$ cat config.mk
export PLATFORM = sky130hd
export DESIGN_NAME = midi_file_event_parser_unit
export DESIGN_NICKNAME = d
export VERILOG_FILES = /design/src/rtl/core/mfep_pkg.sv /design/src/rtl/core/mfep_out_reg.sv /design/src/rtl/core/mfep_parser.sv /design/src/rtl/core/midi_file_event_parser_unit.sv
export VERILOG_INCLUDE_DIRS = /design/src /design/src/rtl/core
export SDC_FILE = /design/constraint.sdc
export NUM_CORES = 1
export LEC_CHECK = 0
export ABC_CLOCK_PERIOD_IN_PS = 9470
export BUFFER_PORTS_ARGS = -buffer_cell sky130_fd_sc_hd__clkbuf_2
export CAP_MARGIN = 20
export CORE_MARGIN = 10
export CORE_UTILIZATION = 60
export CTS_CLUSTER_SIZE = 40
export DETAILED_ROUTE_END_ITERATION = 16
export HOLD_SLACK_MARGIN = 0.03
export PLACE_DENSITY_LB_ADDON = 0.12
export RECOVER_POWER = 25
export SLEW_MARGIN = 20
export SYNTH_ARGS = -nofsm -noshare
export SYNTH_HDL_FRONTEND = slang
export SYNTH_SLANG_ARGS = --single-unit
export TNS_END_PERCENT = 1
$ cat constraint.sdc
create_clock -name clk -period 9.47 [get_ports clk]
set_input_delay 0.4735 -clock clk [delete_from_list [all_inputs] [get_ports clk]]
set_output_delay 0.4735 -clock clk [all_outputs]
set_load 0.05 [all_outputs]
$ cat src/rtl/core/midi_file_event_parser_unit_assert.svh
// ---------------------------------------------------------------------------
// MIDI file event parser: assertion macros
// Shared property forms for the parser's internal checks.
// ---------------------------------------------------------------------------
`ifndef MIDI_FILE_EVENT_PARSER_UNIT_ASSERT_SVH
`define MIDI_FILE_EVENT_PARSER_UNIT_ASSERT_SVH

// Same-cycle implication, muted while reset is held.
`define MFEP_ASSERT_NOW(name, clk, rst_n, ante, cons, msg) \
  name: assert property (@(posedge clk) disable iff (!rst_n) (ante) |-> (cons)) \
    else $error(msg);

// Next-cycle implication, muted while reset is held.
`define MFEP_ASSERT_NEXT(name, clk, rst_n, ante, cons, msg) \
  name: assert property (@(posedge clk) disable iff (!rst_n) (ante) |=> (cons)) \
    else $error(msg);

`endif

$ cat src/rtl/core/mfep_pkg.sv
// ---------------------------------------------------------------------------
// MIDI file event parser: package
// Result record type, parse phase codes, record kinds and error codes.
// ---------------------------------------------------------------------------
package mfep_pkg;

  // Parse phases
  localparam logic [3:0] PH_FTAG   = 4'd0;
  localparam logic [3:0] PH_HLEN   = 4'd1;
  localparam logic [3:0] PH_FMT    = 4'd2;
  localparam logic [3:0] PH_TRKS   = 4'd3;
  localparam logic [3:0] PH_DIV    = 4'd4;
  localparam logic [3:0] PH_TTAG   = 4'd5;
  localparam logic [3:0] PH_TLEN   = 4'd6;
  localparam logic [3:0] PH_DELTA  = 4'd7;
  localparam logic [3:0] PH_STATUS = 4'd8;
  localparam logic [3:0] PH_DATA1  = 4'd9;
  localparam logic [3:0] PH_DATA2  = 4'd10;
  localparam logic [3:0] PH_MTYPE  = 4'd11;
  localparam logic [3:0] PH_MLEN   = 4'd12;
  localparam logic [3:0] PH_MDATA  = 4'd13;
  localparam logic [3:0] PH_DONE   = 4'd14;
  localparam logic [3:0] PH_ERR    = 4'd15;

  // Record kinds
  localparam logic [2:0] KIND_HEADER   = 3'd0;
  localparam logic [2:0] KIND_TRACK    = 3'd1;
  localparam logic [2:0] KIND_CHANNEL  = 3'd2;
  localparam logic [2:0] KIND_META     = 3'd3;
  localparam logic [2:0] KIND_META_DAT = 3'd4;
  localparam logic [2:0] KIND_ERROR    = 3'd5;

  // Error codes
  localparam logic [2:0] ERR_FILE_TAG  = 3'd0;
  localparam logic [2:0] ERR_HDR_LEN   = 3'd1;
  localparam logic [2:0] ERR_TRK_TAG   = 3'd2;
  localparam logic [2:0] ERR_TIME_OVR  = 3'd3;
  localparam logic [2:0] ERR_STATUS    = 3'd4;
  localparam logic [2:0] ERR_END_MISM  = 3'd5;
  localparam logic [2:0] ERR_OVERRUN   = 3'd6;

  // Chunk tags and fixed values
  localparam logic [31:0] TAG_HEADER    = 32'h4D54_6864;
  localparam logic [31:0] TAG_TRACK     = 32'h4D54_726B;
  localparam logic [31:0] HEADER_LEN    = 32'h0000_0006;
  localparam logic [7:0]  META_END_TYPE = 8'h2F;
  localparam logic [3:0]  CMD_META      = 4'hF;
  localparam logic [3:0]  CMD_PROG      = 4'hC;
  localparam logic [3:0]  CMD_PRESS     = 4'hD;

  typedef struct packed {
    logic [2:0]  record_kind;
    logic [31:0] delta_time;
    logic [3:0]  command_nibble;
    logic [3:0]  channel;
    logic [7:0]  first_data;
    logic [7:0]  second_data;
    logic [15:0] file_format;
    logic [15:0] track_total;
    logic [15:0] tick_division;
    logic [31:0] track_length;
    logic [2:0]  error_code;
    logic        meta_last;
  } result_t;

endpackage

$ cat src/rtl/core/mfep_out_reg.sv
// ---------------------------------------------------------------------------
// MIDI file event parser: result register
// Holds one result request and parts the input side from the result side.
// ---------------------------------------------------------------------------
module mfep_out_reg (
  input  logic              clk,
  input  logic              rst_n,
  input  logic              load,
  input  mfep_pkg::result_t load_data,
  output logic              space,
  output logic              out_valid,
  input  logic              out_ready,
  output mfep_pkg::result_t out_data
);
  import mfep_pkg::*;

  logic    valid_r;
  logic    valid_nxt;
  result_t data_r;

  // Room for a new result when empty or draining this cycle
  assign space = !valid_r || out_ready;

  always_comb begin
    valid_nxt = valid_r;
    if (load) begin
      valid_nxt = 1'b1;
    end else if (out_ready) begin
      valid_nxt = 1'b0;
    end
  end

  always_ff @(posedge clk) begin
    if (!rst_n) begin
      valid_r <= 1'b0;
    end else begin
      valid_r <= valid_nxt;
    end
  end

  always_ff @(posedge clk) begin
    if (load) begin
      data_r <= load_data;
    end
  end

  assign out_valid = valid_r;
  assign out_data  = data_r;

endmodule

$ cat src/rtl/core/mfep_parser.sv
// ---------------------------------------------------------------------------
// MIDI file event parser: parse core
// Parse state registers and the single-pass next-state and record logic.
// ---------------------------------------------------------------------------
`include "midi_file_event_parser_unit_assert.svh"

module mfep_parser (
  input  logic              clk,
  input  logic              rst_n,
  input  logic              step,
  input  logic [7:0]        file_byte,
  output logic              res_valid,
  output mfep_pkg::result_t res
);
  import mfep_pkg::*;

  logic [3:0]  phase_r,   phase_nxt;
  logic [2:0]  idx_r,     idx_nxt;
  logic [31:0] ws_r,      ws_nxt;
  logic [31:0] tbl_r,     tbl_nxt;
  logic [15:0] tl_r,      tl_nxt;
  logic [7:0]  rs_r,      rs_nxt;
  logic [31:0] acc_r,     acc_nxt;
  logic [7:0]  held_r,    held_nxt;
  logic [7:0]  mbl_r,     mbl_nxt;
  logic        mend_r,    mend_nxt;
  logic [15:0] hfmt_r,    hfmt_nxt;
  logic [15:0] htrk_r,    htrk_nxt;

  logic [31:0] ws_sh;
  logic [2:0]  idx_inc;
  logic [31:0] tbl_dec;
  logic [31:0] tbl_meta;
  logic [7:0]  mbl_dec;
  logic [15:0] tl_dec;
  logic        fail;
  logic [2:0]  fail_code;
  logic        evt_end;
  logic [31:0] evt_left;
  logic        emit_evt;
  logic [2:0]  evt_kind;
  logic [7:0]  evt_d1;
  logic [7:0]  evt_d2;
  logic        evt_last;

  assign ws_sh    = {ws_r[23:0], file_byte};
  assign idx_inc  = idx_r + 3'd1;
  assign tbl_dec  = tbl_r - 32'd1;
  assign tbl_meta = tbl_r - {24'd0, file_byte} - 32'd1;
  assign mbl_dec  = (mbl_r != 8'd0) ? (mbl_r - 8'd1) : 8'd0;
  assign tl_dec   = (tl_r != 16'd0) ? (tl_r - 16'd1) : 16'd0;

  always_comb begin
    phase_nxt = phase_r;
    idx_nxt   = idx_r;
    ws_nxt    = ws_r;
    tbl_nxt   = tbl_r;
    tl_nxt    = tl_r;
    rs_nxt    = rs_r;
    acc_nxt   = acc_r;
    held_nxt  = held_r;
    mbl_nxt   = mbl_r;
    mend_nxt  = mend_r;
    hfmt_nxt  = hfmt_r;
    htrk_nxt  = htrk_r;
    fail      = 1'b0;
    fail_code = ERR_FILE_TAG;
    evt_end   = 1'b0;
    evt_left  = tbl_r;
    emit_evt  = 1'b0;
    evt_kind  = KIND_CHANNEL;
    evt_d1    = 8'd0;
    evt_d2    = 8'd0;
    evt_last  = 1'b0;
    res_valid = 1'b0;
    res       = '0;

    if (step) begin
      unique case (phase_r) inside
        PH_FTAG, PH_HLEN, PH_TTAG: begin
          ws_nxt  = ws_sh;
          idx_nxt = idx_inc;
          if (idx_inc >= 3'd4) begin
            idx_nxt = 3'd0;
            ws_nxt  = 32'd0;
            if (phase_r == PH_FTAG) begin
              phase_nxt = PH_HLEN;
              fail      = (ws_sh != TAG_HEADER);
              fail_code = ERR_FILE_TAG;
            end else if (phase_r == PH_HLEN) begin
              phase_nxt = PH_FMT;
              fail      = (ws_sh != HEADER_LEN);
              fail_code = ERR_HDR_LEN;
            end else begin
              phase_nxt = PH_TLEN;
              fail      = (ws_sh != TAG_TRACK);
              fail_code = ERR_TRK_TAG;
            end
          end
        end
        PH_FMT, PH_TRKS, PH_DIV: begin
          ws_nxt  = ws_sh;
          idx_nxt = idx_inc;
          if (idx_inc >= 3'd2) begin
            idx_nxt = 3'd0;
            ws_nxt  = 32'd0;
            if (phase_r == PH_FMT) begin
              hfmt_nxt  = ws_sh[15:0];
              phase_nxt = PH_TRKS;
            end else if (phase_r == PH_TRKS) begin
              htrk_nxt  = ws_sh[15:0];
              phase_nxt = PH_DIV;
            end else begin
              tl_nxt            = htrk_r;
              phase_nxt         = (htrk_r != 16'd0) ? PH_TTAG : PH_DONE;
              res_valid         = 1'b1;
              res.record_kind   = KIND_HEADER;
              res.file_format   = hfmt_r;
              res.track_total   = htrk_r;
              res.tick_division = ws_sh[15:0];
            end
          end
        end
        PH_TLEN: begin
          ws_nxt  = ws_sh;
          idx_nxt = idx_inc;
          if (idx_inc >= 3'd4) begin
            idx_nxt          = 3'd0;
            ws_nxt           = 32'd0;
            tbl_nxt          = ws_sh;
            rs_nxt           = 8'd0;
            res_valid        = 1'b1;
            res.record_kind  = KIND_TRACK;
            res.track_length = ws_sh;
            evt_end          = 1'b1;
            evt_left         = ws_sh;
          end
        end
        PH_DELTA: begin
          idx_nxt = 3'd1;
          acc_nxt = (idx_r == 3'd0) ? {25'd0, file_byte[6:0]}
                                    : {acc_r[24:0], file_byte[6:0]};
          tbl_nxt = tbl_dec;
          if (tbl_r == 32'd0 || tbl_dec == 32'd0) begin
            fail      = 1'b1;
            fail_code = ERR_TIME_OVR;
          end else if (!file_byte[7]) begin
            idx_nxt   = 3'd0;
            phase_nxt = PH_STATUS;
          end
        end
        PH_STATUS, PH_DATA1, PH_MTYPE, PH_DATA2: begin
          tbl_nxt = tbl_dec;
          if (tbl_r == 32'd0 && !(phase_r == PH_STATUS && !file_byte[7])) begin
            fail      = 1'b1;
            fail_code = ERR_OVERRUN;
          end else if (phase_r == PH_STATUS && file_byte[7]) begin
            rs_nxt    = file_byte;
            phase_nxt = (file_byte[7:4] == CMD_META) ? PH_MTYPE : PH_DATA1;
          end else if (phase_r == PH_STATUS && !rs_r[7]) begin
            fail      = 1'b1;
            fail_code = ERR_STATUS;
          end else if (tbl_r == 32'd0) begin
            fail      = 1'b1;
            fail_code = ERR_OVERRUN;
          end else if (phase_r == PH_DATA2) begin
            emit_evt = 1'b1;
            evt_d1   = held_r;
            evt_d2   = file_byte;
            evt_end  = 1'b1;
            evt_left = tbl_dec;
          end else if (phase_r == PH_MTYPE || rs_r[7:4] == CMD_META) begin
            held_nxt  = file_byte;
            mend_nxt  = (file_byte == META_END_TYPE);
            phase_nxt = PH_MLEN;
          end else begin
            held_nxt = file_byte;
            if (rs_r[7:4] == CMD_PROG || rs_r[7:4] == CMD_PRESS) begin
              emit_evt = 1'b1;
              evt_d1   = file_byte;
              evt_end  = 1'b1;
              evt_left = tbl_dec;
            end else begin
              phase_nxt = PH_DATA2;
            end
          end
        end
        PH_MLEN: begin
          tbl_nxt = tbl_meta;
          mbl_nxt = file_byte;
          if ({24'd0, file_byte} >= tbl_r) begin
            fail      = 1'b1;
            fail_code = ERR_OVERRUN;
          end else if (mend_r != (tbl_meta == 32'd0)) begin
            fail      = 1'b1;
            fail_code = ERR_END_MISM;
          end else begin
            emit_evt = 1'b1;
            evt_kind = KIND_META;
            evt_d1   = held_r;
            evt_d2   = file_byte;
            if (file_byte == 8'd0) begin
              evt_end  = 1'b1;
              evt_left = tbl_meta;
            end else begin
              phase_nxt = PH_MDATA;
            end
          end
        end
        PH_MDATA: begin
          mbl_nxt  = mbl_dec;
          emit_evt = 1'b1;
          evt_kind = KIND_META_DAT;
          evt_d1   = file_byte;
          evt_last = (mbl_dec == 8'd0);
          evt_end  = (mbl_dec == 8'd0);
          evt_left = tbl_r;
        end
        PH_DONE, PH_ERR: begin
          // drop the byte
        end
        default: begin
        end
      endcase

      if (emit_evt) begin
        res_valid          = 1'b1;
        res.record_kind    = evt_kind;
        res.delta_time     = acc_r;
        res.command_nibble = rs_r[7:4];
        res.channel        = rs_r[3:0];
        res.first_data     = evt_d1;
        res.second_data    = evt_d2;
        res.meta_last      = evt_last;
      end

      // Close the event, and the track when its bytes are used up
      if (evt_end) begin
        idx_nxt = 3'd0;
        if (evt_left == 32'd0) begin
          tl_nxt    = tl_dec;
          phase_nxt = (tl_dec != 16'd0) ? PH_TTAG : PH_DONE;
        end else begin
          phase_nxt = PH_DELTA;
        end
      end

      if (fail) begin
        phase_nxt       = PH_ERR;
        res_valid       = 1'b1;
        res             = '0;
        res.record_kind = KIND_ERROR;
        res.error_code  = fail_code;
      end
    end
  end

  always_ff @(posedge clk) begin
    if (!rst_n) begin
      phase_r <= PH_FTAG;
      idx_r   <= 3'd0;
      ws_r    <= 32'd0;
      tbl_r   <= 32'd0;
      tl_r    <= 16'd0;
      rs_r    <= 8'd0;
      acc_r   <= 32'd0;
      held_r  <= 8'd0;
      mbl_r   <= 8'd0;
      mend_r  <= 1'b0;
      hfmt_r  <= 16'd0;
      htrk_r  <= 16'd0;
    end else begin
      phase_r <= phase_nxt;
      idx_r   <= idx_nxt;
      ws_r    <= ws_nxt;
      tbl_r   <= tbl_nxt;
      tl_r    <= tl_nxt;
      rs_r    <= rs_nxt;
      acc_r   <= acc_nxt;
      held_r  <= held_nxt;
      mbl_r   <= mbl_nxt;
      mend_r  <= mend_nxt;
      hfmt_r  <= hfmt_nxt;
      htrk_r  <= htrk_nxt;
    end
  end

  `MFEP_ASSERT_NEXT(a_err_sticky, clk, rst_n, phase_r == PH_ERR, phase_r == PH_ERR, "error phase left")
  `MFEP_ASSERT_NEXT(a_err_rec_phase, clk, rst_n, res_valid && res.record_kind == KIND_ERROR, phase_r == PH_ERR, "error record without error phase")
  `MFEP_ASSERT_NOW(a_quiet_after_end, clk, rst_n, phase_r == PH_DONE || phase_r == PH_ERR, !res_valid, "record after parse end")
  `MFEP_ASSERT_NOW(a_event_has_bytes, clk, rst_n, phase_r == PH_DELTA || phase_r == PH_STATUS, tbl_r != 32'd0, "event phase with empty track")

endmodule

$ cat src/rtl/core/midi_file_event_parser_unit.sv
// ---------------------------------------------------------------------------
// MIDI file event parser unit
// Parses a standard MIDI file one byte per request and reports header,
// track start, channel event, meta event, meta data and error records.
// ---------------------------------------------------------------------------
//
//   Channel   Direction  Handshake            Payload
//   in_       input      in_valid/in_ready    in_file_byte (8)
//   out_      output     out_valid/out_ready  twelve record fields
//
// One byte request is taken per cycle while the result register has room;
// its record, if any, appears there on the next cycle. The parse step is a
// single pass of logic from the parse state registers to the result register.
// in_ready is high whenever the result register is empty or drains in the
// same cycle, so a stalled result side holds the input only while a record
// is waiting. rst_n (synchronous) returns the parser to the file header tag.
// ---------------------------------------------------------------------------
module midi_file_event_parser_unit (
  input  logic        clk,
  input  logic        rst_n,
  input  logic        in_valid,
  output logic        in_ready,
  input  logic [7:0]  in_file_byte,
  output logic        out_valid,
  input  logic        out_ready,
  output logic [2:0]  out_record_kind,
  output logic [31:0] out_delta_time,
  output logic [3:0]  out_command_nibble,
  output logic [3:0]  out_channel,
  output logic [7:0]  out_first_data,
  output logic [7:0]  out_second_data,
  output logic [15:0] out_file_format,
  output logic [15:0] out_track_total,
  output logic [15:0] out_tick_division,
  output logic [31:0] out_track_length,
  output logic [2:0]  out_error_code,
  output logic        out_meta_last
);
  import mfep_pkg::*;

  logic    space;
  logic    accept;
  logic    res_valid;
  result_t res;
  result_t out_data;

  // Take a byte whenever the result register has room for its record
  assign in_ready = space;
  assign accept   = in_valid && space;

  mfep_parser u_parser (
    .clk       (clk),
    .rst_n     (rst_n),
    .step      (accept),
    .file_byte (in_file_byte),
    .res_valid (res_valid),
    .res       (res)
  );

  // Hold the record until the result side takes it
  mfep_out_reg u_out_reg (
    .clk       (clk),
    .rst_n     (rst_n),
    .load      (res_valid),
    .load_data (res),
    .space     (space),
    .out_valid (out_valid),
    .out_ready (out_ready),
    .out_data  (out_data)
  );

  assign out_record_kind    = out_data.record_kind;
  assign out_delta_time     = out_data.delta_time;
  assign out_command_nibble = out_data.command_nibble;
  assign out_channel        = out_data.channel;
  assign out_first_data     = out_data.first_data;
  assign out_second_data    = out_data.second_data;
  assign out_file_format    = out_data.file_format;
  assign out_track_total    = out_data.track_total;
  assign out_tick_division  = out_data.tick_division;
  assign out_track_length   = out_data.track_length;
  assign out_error_code     = out_data.error_code;
  assign out_meta_last      = out_data.meta_last;

endmodule

After elaboration in Yosys (flattened, before gate mapping)
Cells that the tools add are included.
{"block": "word_totals", "output_inout_bits": 145, "reg_bits": 312, "input_bits": 12, "word_cells": 283}
{"block": "op_classes", "addsub": 6, "bitwise": 13, "n_mux": 144, "reduce_logical": 54, "magnitude_cmp": 3, "n_eq_ne": 37}
{"operator": "2-to-1 mux 32 bit", "n": 15}
{"operator": "2-to-1 mux 48 bit", "n": 4}
{"operator": "one-hot mux 32 bit (3 select lines)", "n": 2}
{"operator": "2-to-1 mux 8 bit", "n": 20}
{"operator": "2-to-1 mux 143 bit", "n": 1}
{"operator": "zero test 32 bit", "n": 4}
{"operator": "2-to-1 mux 16 bit", "n": 7}
{"operator": "2-to-1 mux 4 bit", "n": 21}
{"operator": "inequality test 32 x 31 -> 1 bit, second input constant", "n": 2}
{"operator": "subtractor 32 x 1 -> 32 bit, second input constant", "n": 2}
{"operator": "2-to-1 mux 59 bit", "n": 1}
{"operator": "2-to-1 mux 24 bit", "n": 2}
{"operator": "one-hot mux 24 bit (2 select lines)", "n": 1}
{"operator": "one-hot mux 8 bit (2 select lines)", "n": 3}
{"operator": "nonzero test 16 bit", "n": 3}
{"operator": "2-to-1 mux 3 bit", "n": 15}
{"operator": "== test 4 bit, second input constant", "n": 10}
{"operator": "2-to-1 mux 1 bit", "n": 39}
{"operator": ">= comparator 8 x 32 -> 1 bit", "n": 1}
{"operator": "inequality test 32 x 3 -> 1 bit, second input constant", "n": 1}
{"operator": "subtractor 32 x 8 -> 32 bit", "n": 1}
{"operator": "inequality test 4 bit, second input constant", "n": 6}
{"operator": "one-hot mux 8 bit (3 select lines)", "n": 1}
{"operator": "one-hot mux 4 bit (5 select lines)", "n": 1}
{"operator": "45 further kinds", "n": 94}

Longest topological paths before layout
{"block": "depth", "word_depth": 15, "depth_mapped": 20}

Modules after synthesis
A second synthesis with hierarchy kept.
{"block": "unflattened", "hier_cells": 1853, "hier_area_um2": 16209.3}
{"module": "mfep_parser", "cells_per_inst": 1705, "n_inst": 1, "area_per_inst_um2": 11860.1}
{"module": "mfep_out_reg", "cells_per_inst": 147, "n_inst": 1, "area_per_inst_um2": 4342.9}
{"module": "midi_file_event_parser_unit", "cells_per_inst": 1, "n_inst": 1, "area_per_inst_um2": 6.3}

Worst setup path before layout
No wires, ideal clock.
{"block": "synth_path", "path_kind": "input -> register", "start": "input in_file_byte[3]", "end": "register u_out_reg.data_r (netlist bit u_out_reg.out_data[0]), enable pin", "setup_ps": 496, "required_time_ps": 8974, "arrival_time_ps": 7008, "path_slack_ps": 1966, "stages": 18, "path_cell_list": "clkbuf_1 > clkbuf_1 > inv_1 > ha_1 > and2_1 > a221o_1 > o21ai_1 > nand2_1 > or4_1 > a2111o_1 > nor4_4 > a21boi_2 > or2_1 > nor3_1 > a211oi_1 > nand2_1 > nand2_1 > inv_1"}
{"block": "synth_via", "elab_chain_cells": 11}
{"element": "start, declared", "line_no": "midi_file_event_parser_unit.sv:23", "text": "input logic [7:0] in_file_byte,"}
{"element": "subtractor 32 x 8 -> 32 bit", "line_no": "mfep_parser.sv:49", "text": "assign tbl_meta = tbl_r - {24'd0, file_byte} - 32'd1;"}
{"element": "subtractor 32 x 1 -> 32 bit", "line_no": "mfep_parser.sv:49"}
{"element": "zero test 32 bit", "line_no": "mfep_parser.sv:194", "text": "end else if (mend_r != (tbl_meta == 32'd0)) begin"}
{"element": "inequality test 1 bit", "line_no": "mfep_parser.sv:194"}
{"element": "2-to-1 mux 1 bit", "line_no": "mfep_parser.sv:194"}
{"element": "2-to-1 mux 1 bit", "line_no": "mfep_parser.sv:191", "text": "if ({24'd0, file_byte} >= tbl_r) begin"}
{"element": "one-hot mux 1 bit (3 select lines)", "line_no": "mfep_parser.sv:79", "text": "unique case (phase_r) inside"}
{"element": "2-to-1 mux 1 bit", "line_no": "mfep_parser.sv:78", "text": "if (step) begin"}
{"element": "2-to-1 mux 1 bit", "line_no": "mfep_parser.sv:226", "text": "if (emit_evt) begin"}
{"element": "2-to-1 mux 1 bit (*)", "line_no": "mfep_parser.sv:248", "text": "if (fail) begin"}
{"element": "2-to-1 mux 1 bit (*)", "line_no": "mfep_parser.sv:78"}
{"element": "net res_valid", "line_no": "midi_file_event_parser_unit.sv:43", "text": "logic res_valid;"}
{"element": "end signal, assigned", "line_no": "mfep_out_reg.sv:43", "text": "data_r <= load_data;"}
{"element": "end, declared", "line_no": "mfep_out_reg.sv:19", "text": "result_t data_r;"}
The timed path passes the listed nets; every way through them passes the cells marked *. The select of a mux whose other input is x is not followed.
A chain may end at the register's enable or synchronous reset.

Final worst setup path
{"block": "layout_path", "start": "register u_parser.tbl_r[0]", "end": "register u_out_reg.data_r (netlist bit u_out_reg.out_data[20]), enable pin"}
{"block": "layout_via", "elab_chain_cells": 11}
{"element": "start, declared", "line_no": "mfep_parser.sv:20", "text": "logic [31:0] tbl_r, tbl_nxt;"}
{"element": "start signal, assigned", "line_no": "mfep_parser.sv:276", "text": "tbl_r <= tbl_nxt;"}
{"element": "subtractor 32 x 8 -> 32 bit", "line_no": "mfep_parser.sv:49"}
{"element": "subtractor 32 x 1 -> 32 bit", "line_no": "mfep_parser.sv:49"}
{"element": "zero test 32 bit", "line_no": "mfep_parser.sv:194"}
{"element": "inequality test 1 bit", "line_no": "mfep_parser.sv:194"}
{"element": "2-to-1 mux 1 bit", "line_no": "mfep_parser.sv:194"}
{"element": "2-to-1 mux 1 bit", "line_no": "mfep_parser.sv:191"}
{"element": "one-hot mux 1 bit (3 select lines)", "line_no": "mfep_parser.sv:79"}
{"element": "2-to-1 mux 1 bit", "line_no": "mfep_parser.sv:78"}
{"element": "2-to-1 mux 1 bit", "line_no": "mfep_parser.sv:226"}
{"element": "2-to-1 mux 1 bit (*)", "line_no": "mfep_parser.sv:248"}
{"element": "2-to-1 mux 1 bit (*)", "line_no": "mfep_parser.sv:78"}
{"element": "net res_valid", "line_no": "midi_file_event_parser_unit.sv:43"}
Marks and branches as above.

==> out/summary.log <==
INFO  status         status=complete, but fails checks
INFO  status         failed_checks=capacitance limit, slew limit
INFO  setup_path     critical_path_peak_fanout=104
INFO  detailed_routing detailroute.via_count=15600
INFO  die            placeableCoreArea=27100um2
INFO  power          leakage_component_of_the_power=6.75nW
INFO  clock_tree     tritoncts.num_buffers=31
INFO  die            floorplan.die_area=34700um2
INFO  detailed_routing drt-wirelength-per-cell=24.1um
INFO  final_layout   drive_above_1_share=6.97%
INFO  hold_path      min_path_type=input pin to flop
INFO  clock_tree     clock_latency_on_the_worst_skew_pair=0.59ns
INFO  sta            slew_violations=114
INFO  sta            finalClockSkew=0.0260ns
INFO  sta            max_freq=152MHz
INFO  synth          synth-xor-area-share=2.43%
INFO  sta            finalCritPeriodShare=69.6%
INFO  sta            final_period_minus_worst_setup_slack=6.59ns
INFO  place          place_congestion=1.03
INFO  final_layout   register_area=7680um2
INFO  clock_tree     ctsLongestPathBuffers=3
INFO  detailed_routing detail_route.wirelength=57100um
INFO  global_routing grt_pass1_wl=87100um
INFO  final_layout   area_growth=11.0%
INFO  die            boundaryPins=157
INFO  detailed_routing drt-pass1-iter-count=6
INFO  synth          synth-adder-area-share=1.93%
INFO  global_routing number_of_global_route_vias_before_repair=14300
INFO  synth          part_of_the_yosys_area_used_for_sequential_elements=46.2%
INFO  die            initial_utilization=61.3%
INFO  clock_tree     post_cts.repair.setup_buffers=0
INFO  final_layout   filler_cells=2215
INFO  final_layout   final_common_cell=sky130_fd_sc_hd__nand2_1
INFO  clock_tree     clockRootBuffer=sky130_fd_sc_hd__clkbuf_16
INFO  setup_path     cp-start-kind=flop
INFO  sta            fin_tns_setup=0ns
INFO  final_layout   top_library_cells_by_usage_in_the_layout_fill_and_taps_aside=sky130_fd_sc_hd__nand2_1 (208), sky130_fd_sc_hd__nor2_1 (179), sky130_fd_sc_hd__a21oi_1 (169), sky130_fd_sc_hd__dfxtp_1 (169), sky130_fd_sc_hd__clkbuf_1 (153)
INFO  clock_tree     cts.repair.resized=0
INFO  power          total_power=0.00594W
INFO  global_routing gr-total-overflow=0
INFO  global_routing antenna_found_initial=0
INFO  final_layout   finalCoreUtilization=68.0%
INFO  synth          syn_inst=1900
INFO  clock_tree     holdBufCountCts=0
INFO  synth          yosys.cell_types.count=84
INFO  detailed_routing ant_nets=0
INFO  job            drv.max_cap_violation_count=3
INFO  synth          syn_avg_cell_area=8.74um2
INFO  clock_tree     cts_htree_levels=1
INFO  die            rows=60
INFO  synth          synth_mux_area_share=1.82%
INFO  power          max-vdd-ir-drop=0.266mV
INFO  final_layout   diodes_inserted=0
INFO  sta            max_slew_margin=-43.5%
INFO  setup_path     critical_path_start=u_parser.tbl_r[0]$_SDFFE_PN0P_
INFO  detailed_routing post_route_drc=0
INFO  sta            setup_violations=0
INFO  synth          synth-warning-count=0
INFO  clock_tree     cts.reportedPaths.clkPinSlew=0.06ns
INFO  setup_path     timing.critical_path.arrival=6.83ns
INFO  place          count_of_buffers_inserted_at_the_top_level_ports=156
INFO  setup_path     criticalPathCategory=flop to flop
INFO  sta            transition_time_at_the_pin_with_the_least_slew_margin=2.15ns
INFO  global_routing grt_start_max_net_pins=105
INFO  place          dpl_worst_slack=2.68ns
INFO  setup_path     worstPathRequired=9.70ns
INFO  sta            postLayoutSetupSlackWorst=2.88ns
INFO  die            die-width=186um
INFO  sta            hold_viol_final=0
INFO  hold_path      hold_start=out_ready
INFO  global_routing gr-usage-all-layers=31.2%
INFO  final_layout   fin_nets=2006
INFO  synth          synthSimpleGateAreaFrac=25.0%
INFO  synth          yosys_register_bits=312
INFO  setup_path     r2r_start=u_parser.tbl_r[0]$_SDFFE_PN0P_
INFO  synth          synth-edff-count=143
INFO  setup_path     crit_path_end_kind=flop
INFO  final_layout   multi_input_comb_area=8260um2
INFO  synth          synth_compound_area_share=18.1%
INFO  die            die-height=186um
INFO  place          place_hpwl=39600um
INFO  synth          synth_top_family_by_area=simple AND/OR/NAND/NOR gates
INFO  clock_tree     tritoncts_clock_tree=done
INFO  detailed_routing initialDrtViolationCount=2115
INFO  detailed_routing route.detailed.vias_per_inst=6.61
INFO  synth          synth_area=16600um2
INFO  synth          synth_async_sr_flop_share=0%
INFO  clock_tree     cts.sinks=312
INFO  synth          synth_top_flop_cell=sky130_fd_sc_hd__dfxtp_1
INFO  sta            rsz0062_at_grt=no
INFO  synth          net_count_synth=1937
INFO  power          power_density=322nW/um2
[layer usage]
layer	up-vias	wire [um]	GRT usage, %
met3	135	6420	7.47
met5	-	0	0
met2	968	25400	47.3
li1	7066	-	-
met1	7459	23300	42.8
met4	0	1980	10.9
[state kept, by name, summed over array words and instances, names as in the netlist, 3 cells and up]
name	cells
u_out_reg.out_data	143
u_parser.acc_r	32
u_parser.tbl_r	32
u_parser.ws_r	24
u_parser.hfmt_r	16
u_parser.htrk_r	16
u_parser.tl_r	16
u_parser.held_r	8
u_parser.mbl_r	8
u_parser.rs_r	8
u_parser.phase_r	4
u_parser.idx_r	3
[logic make-up after synthesis]
logic type	Yosys count
buffers and inverters	196
AND/OR/NAND/NOR	820
XOR/XNOR	46
flip-flops	312
AO/OA/AOI/OAI	471
adder cells (fa/ha/maj)	25
multiplexers	30
[critical path: stages (launching register included)]
cell and delay, ns:
sky130_fd_sc_hd__dfxtp_1 0.60, sky130_fd_sc_hd__ha_1 0.29, sky130_fd_sc_hd__fa_1 0.26, sky130_fd_sc_hd__a211oi_1 0.14, sky130_fd_sc_hd__nor3_1 0.69, sky130_fd_sc_hd__nor2_1 0.21, sky130_fd_sc_hd__nand2_1 0.15, sky130_fd_sc_hd__o21ai_0 0.09
sky130_fd_sc_hd__a2111oi_0 0.68, sky130_fd_sc_hd__and4_1 0.37, sky130_fd_sc_hd__a21boi_2 0.10, sky130_fd_sc_hd__or2_1 0.31, sky130_fd_sc_hd__nor3_1 0.48, sky130_fd_sc_hd__a211oi_1 0.15, sky130_fd_sc_hd__nand2_1 0.15, sky130_fd_sc_hd__nand2_1 0.14
sky130_fd_sc_hd__inv_6 0.79, sky130_fd_sc_hd__buf_4 0.56
[final timing paths]
kind | endpoint | slack [ns] | cells past startpoint
hold reg to reg | u_parser.acc_r[31]$_SDFFE_PN0P_ | 0.45 | 2
setup / recovery | u_out_reg.out_data[20]$_SDFFCE_PP0P_ | 2.88 | 17
hold / removal | u_out_reg.out_valid$_SDFFE_PN0P_ | 0.35 | 3
setup reg to reg | u_out_reg.out_data[20]$_SDFFCE_PP0P_ | 2.88 | 17
[layout make-up]
type / instances / area share, %
multi-input cells: 1392 / 44.8
inverters: 42 / 0.896
clock buffers: 40 / 4.73
repair buffers: 190 / 4.57
well taps: 372 / 2.52
flip-flops and latches: 312 / 41.6
clock inverters: 18 / 0.841
[Yosys cell counts (all sizes together) (10+ instances only)]
master / count / area [um2]
nor2b: 11 / 68.8
a21oi: 170 / 855
and3: 60 / 375
nor3: 71 / 365
or4: 12 / 90.1
xor2: 16 / 140
o31ai: 10 / 75.1
nand2: 209 / 785
buf: 13 / 68.8
mux2i: 28 / 280
nand2b: 11 / 68.8
clkbuf: 141 / 532
a22oi: 42 / 315
inv: 41 / 154
edfxtp: 143 / 4290
a21o: 11 / 82.6
nor4: 42 / 318
nand4: 16 / 106
nor2: 183 / 687
xnor2: 30 / 263
or2: 12 / 75.1
a31oi: 27 / 169
ha: 24 / 300
o221ai: 20 / 175
or3: 21 / 131
dfxtp: 169 / 3380
and2: 83 / 519
a211oi: 11 / 87.6
o21ai: 89 / 445
nand3: 61 / 318
[power breakdown]
part           switching [W]  internal, W  leakage, nW
combinational        0.00213     0.000781         3.54
sequential          0.000158      0.00163         2.70
clock               0.000544     0.000687        0.506
total                0.00283      0.00310         6.75
[metrics by stage]
step	hold slack, ns	instance area (um2)	std cells
after CTS	0.331	18600	2366
after detailed placement	0.440	17600	2308
after global placement	0.436	17600	2308
after floorplan	0.427	16600	1900
after global routing	0.345	18400	2366
final	0.355	18400	2366
Power figures use the tool's default switching activity.
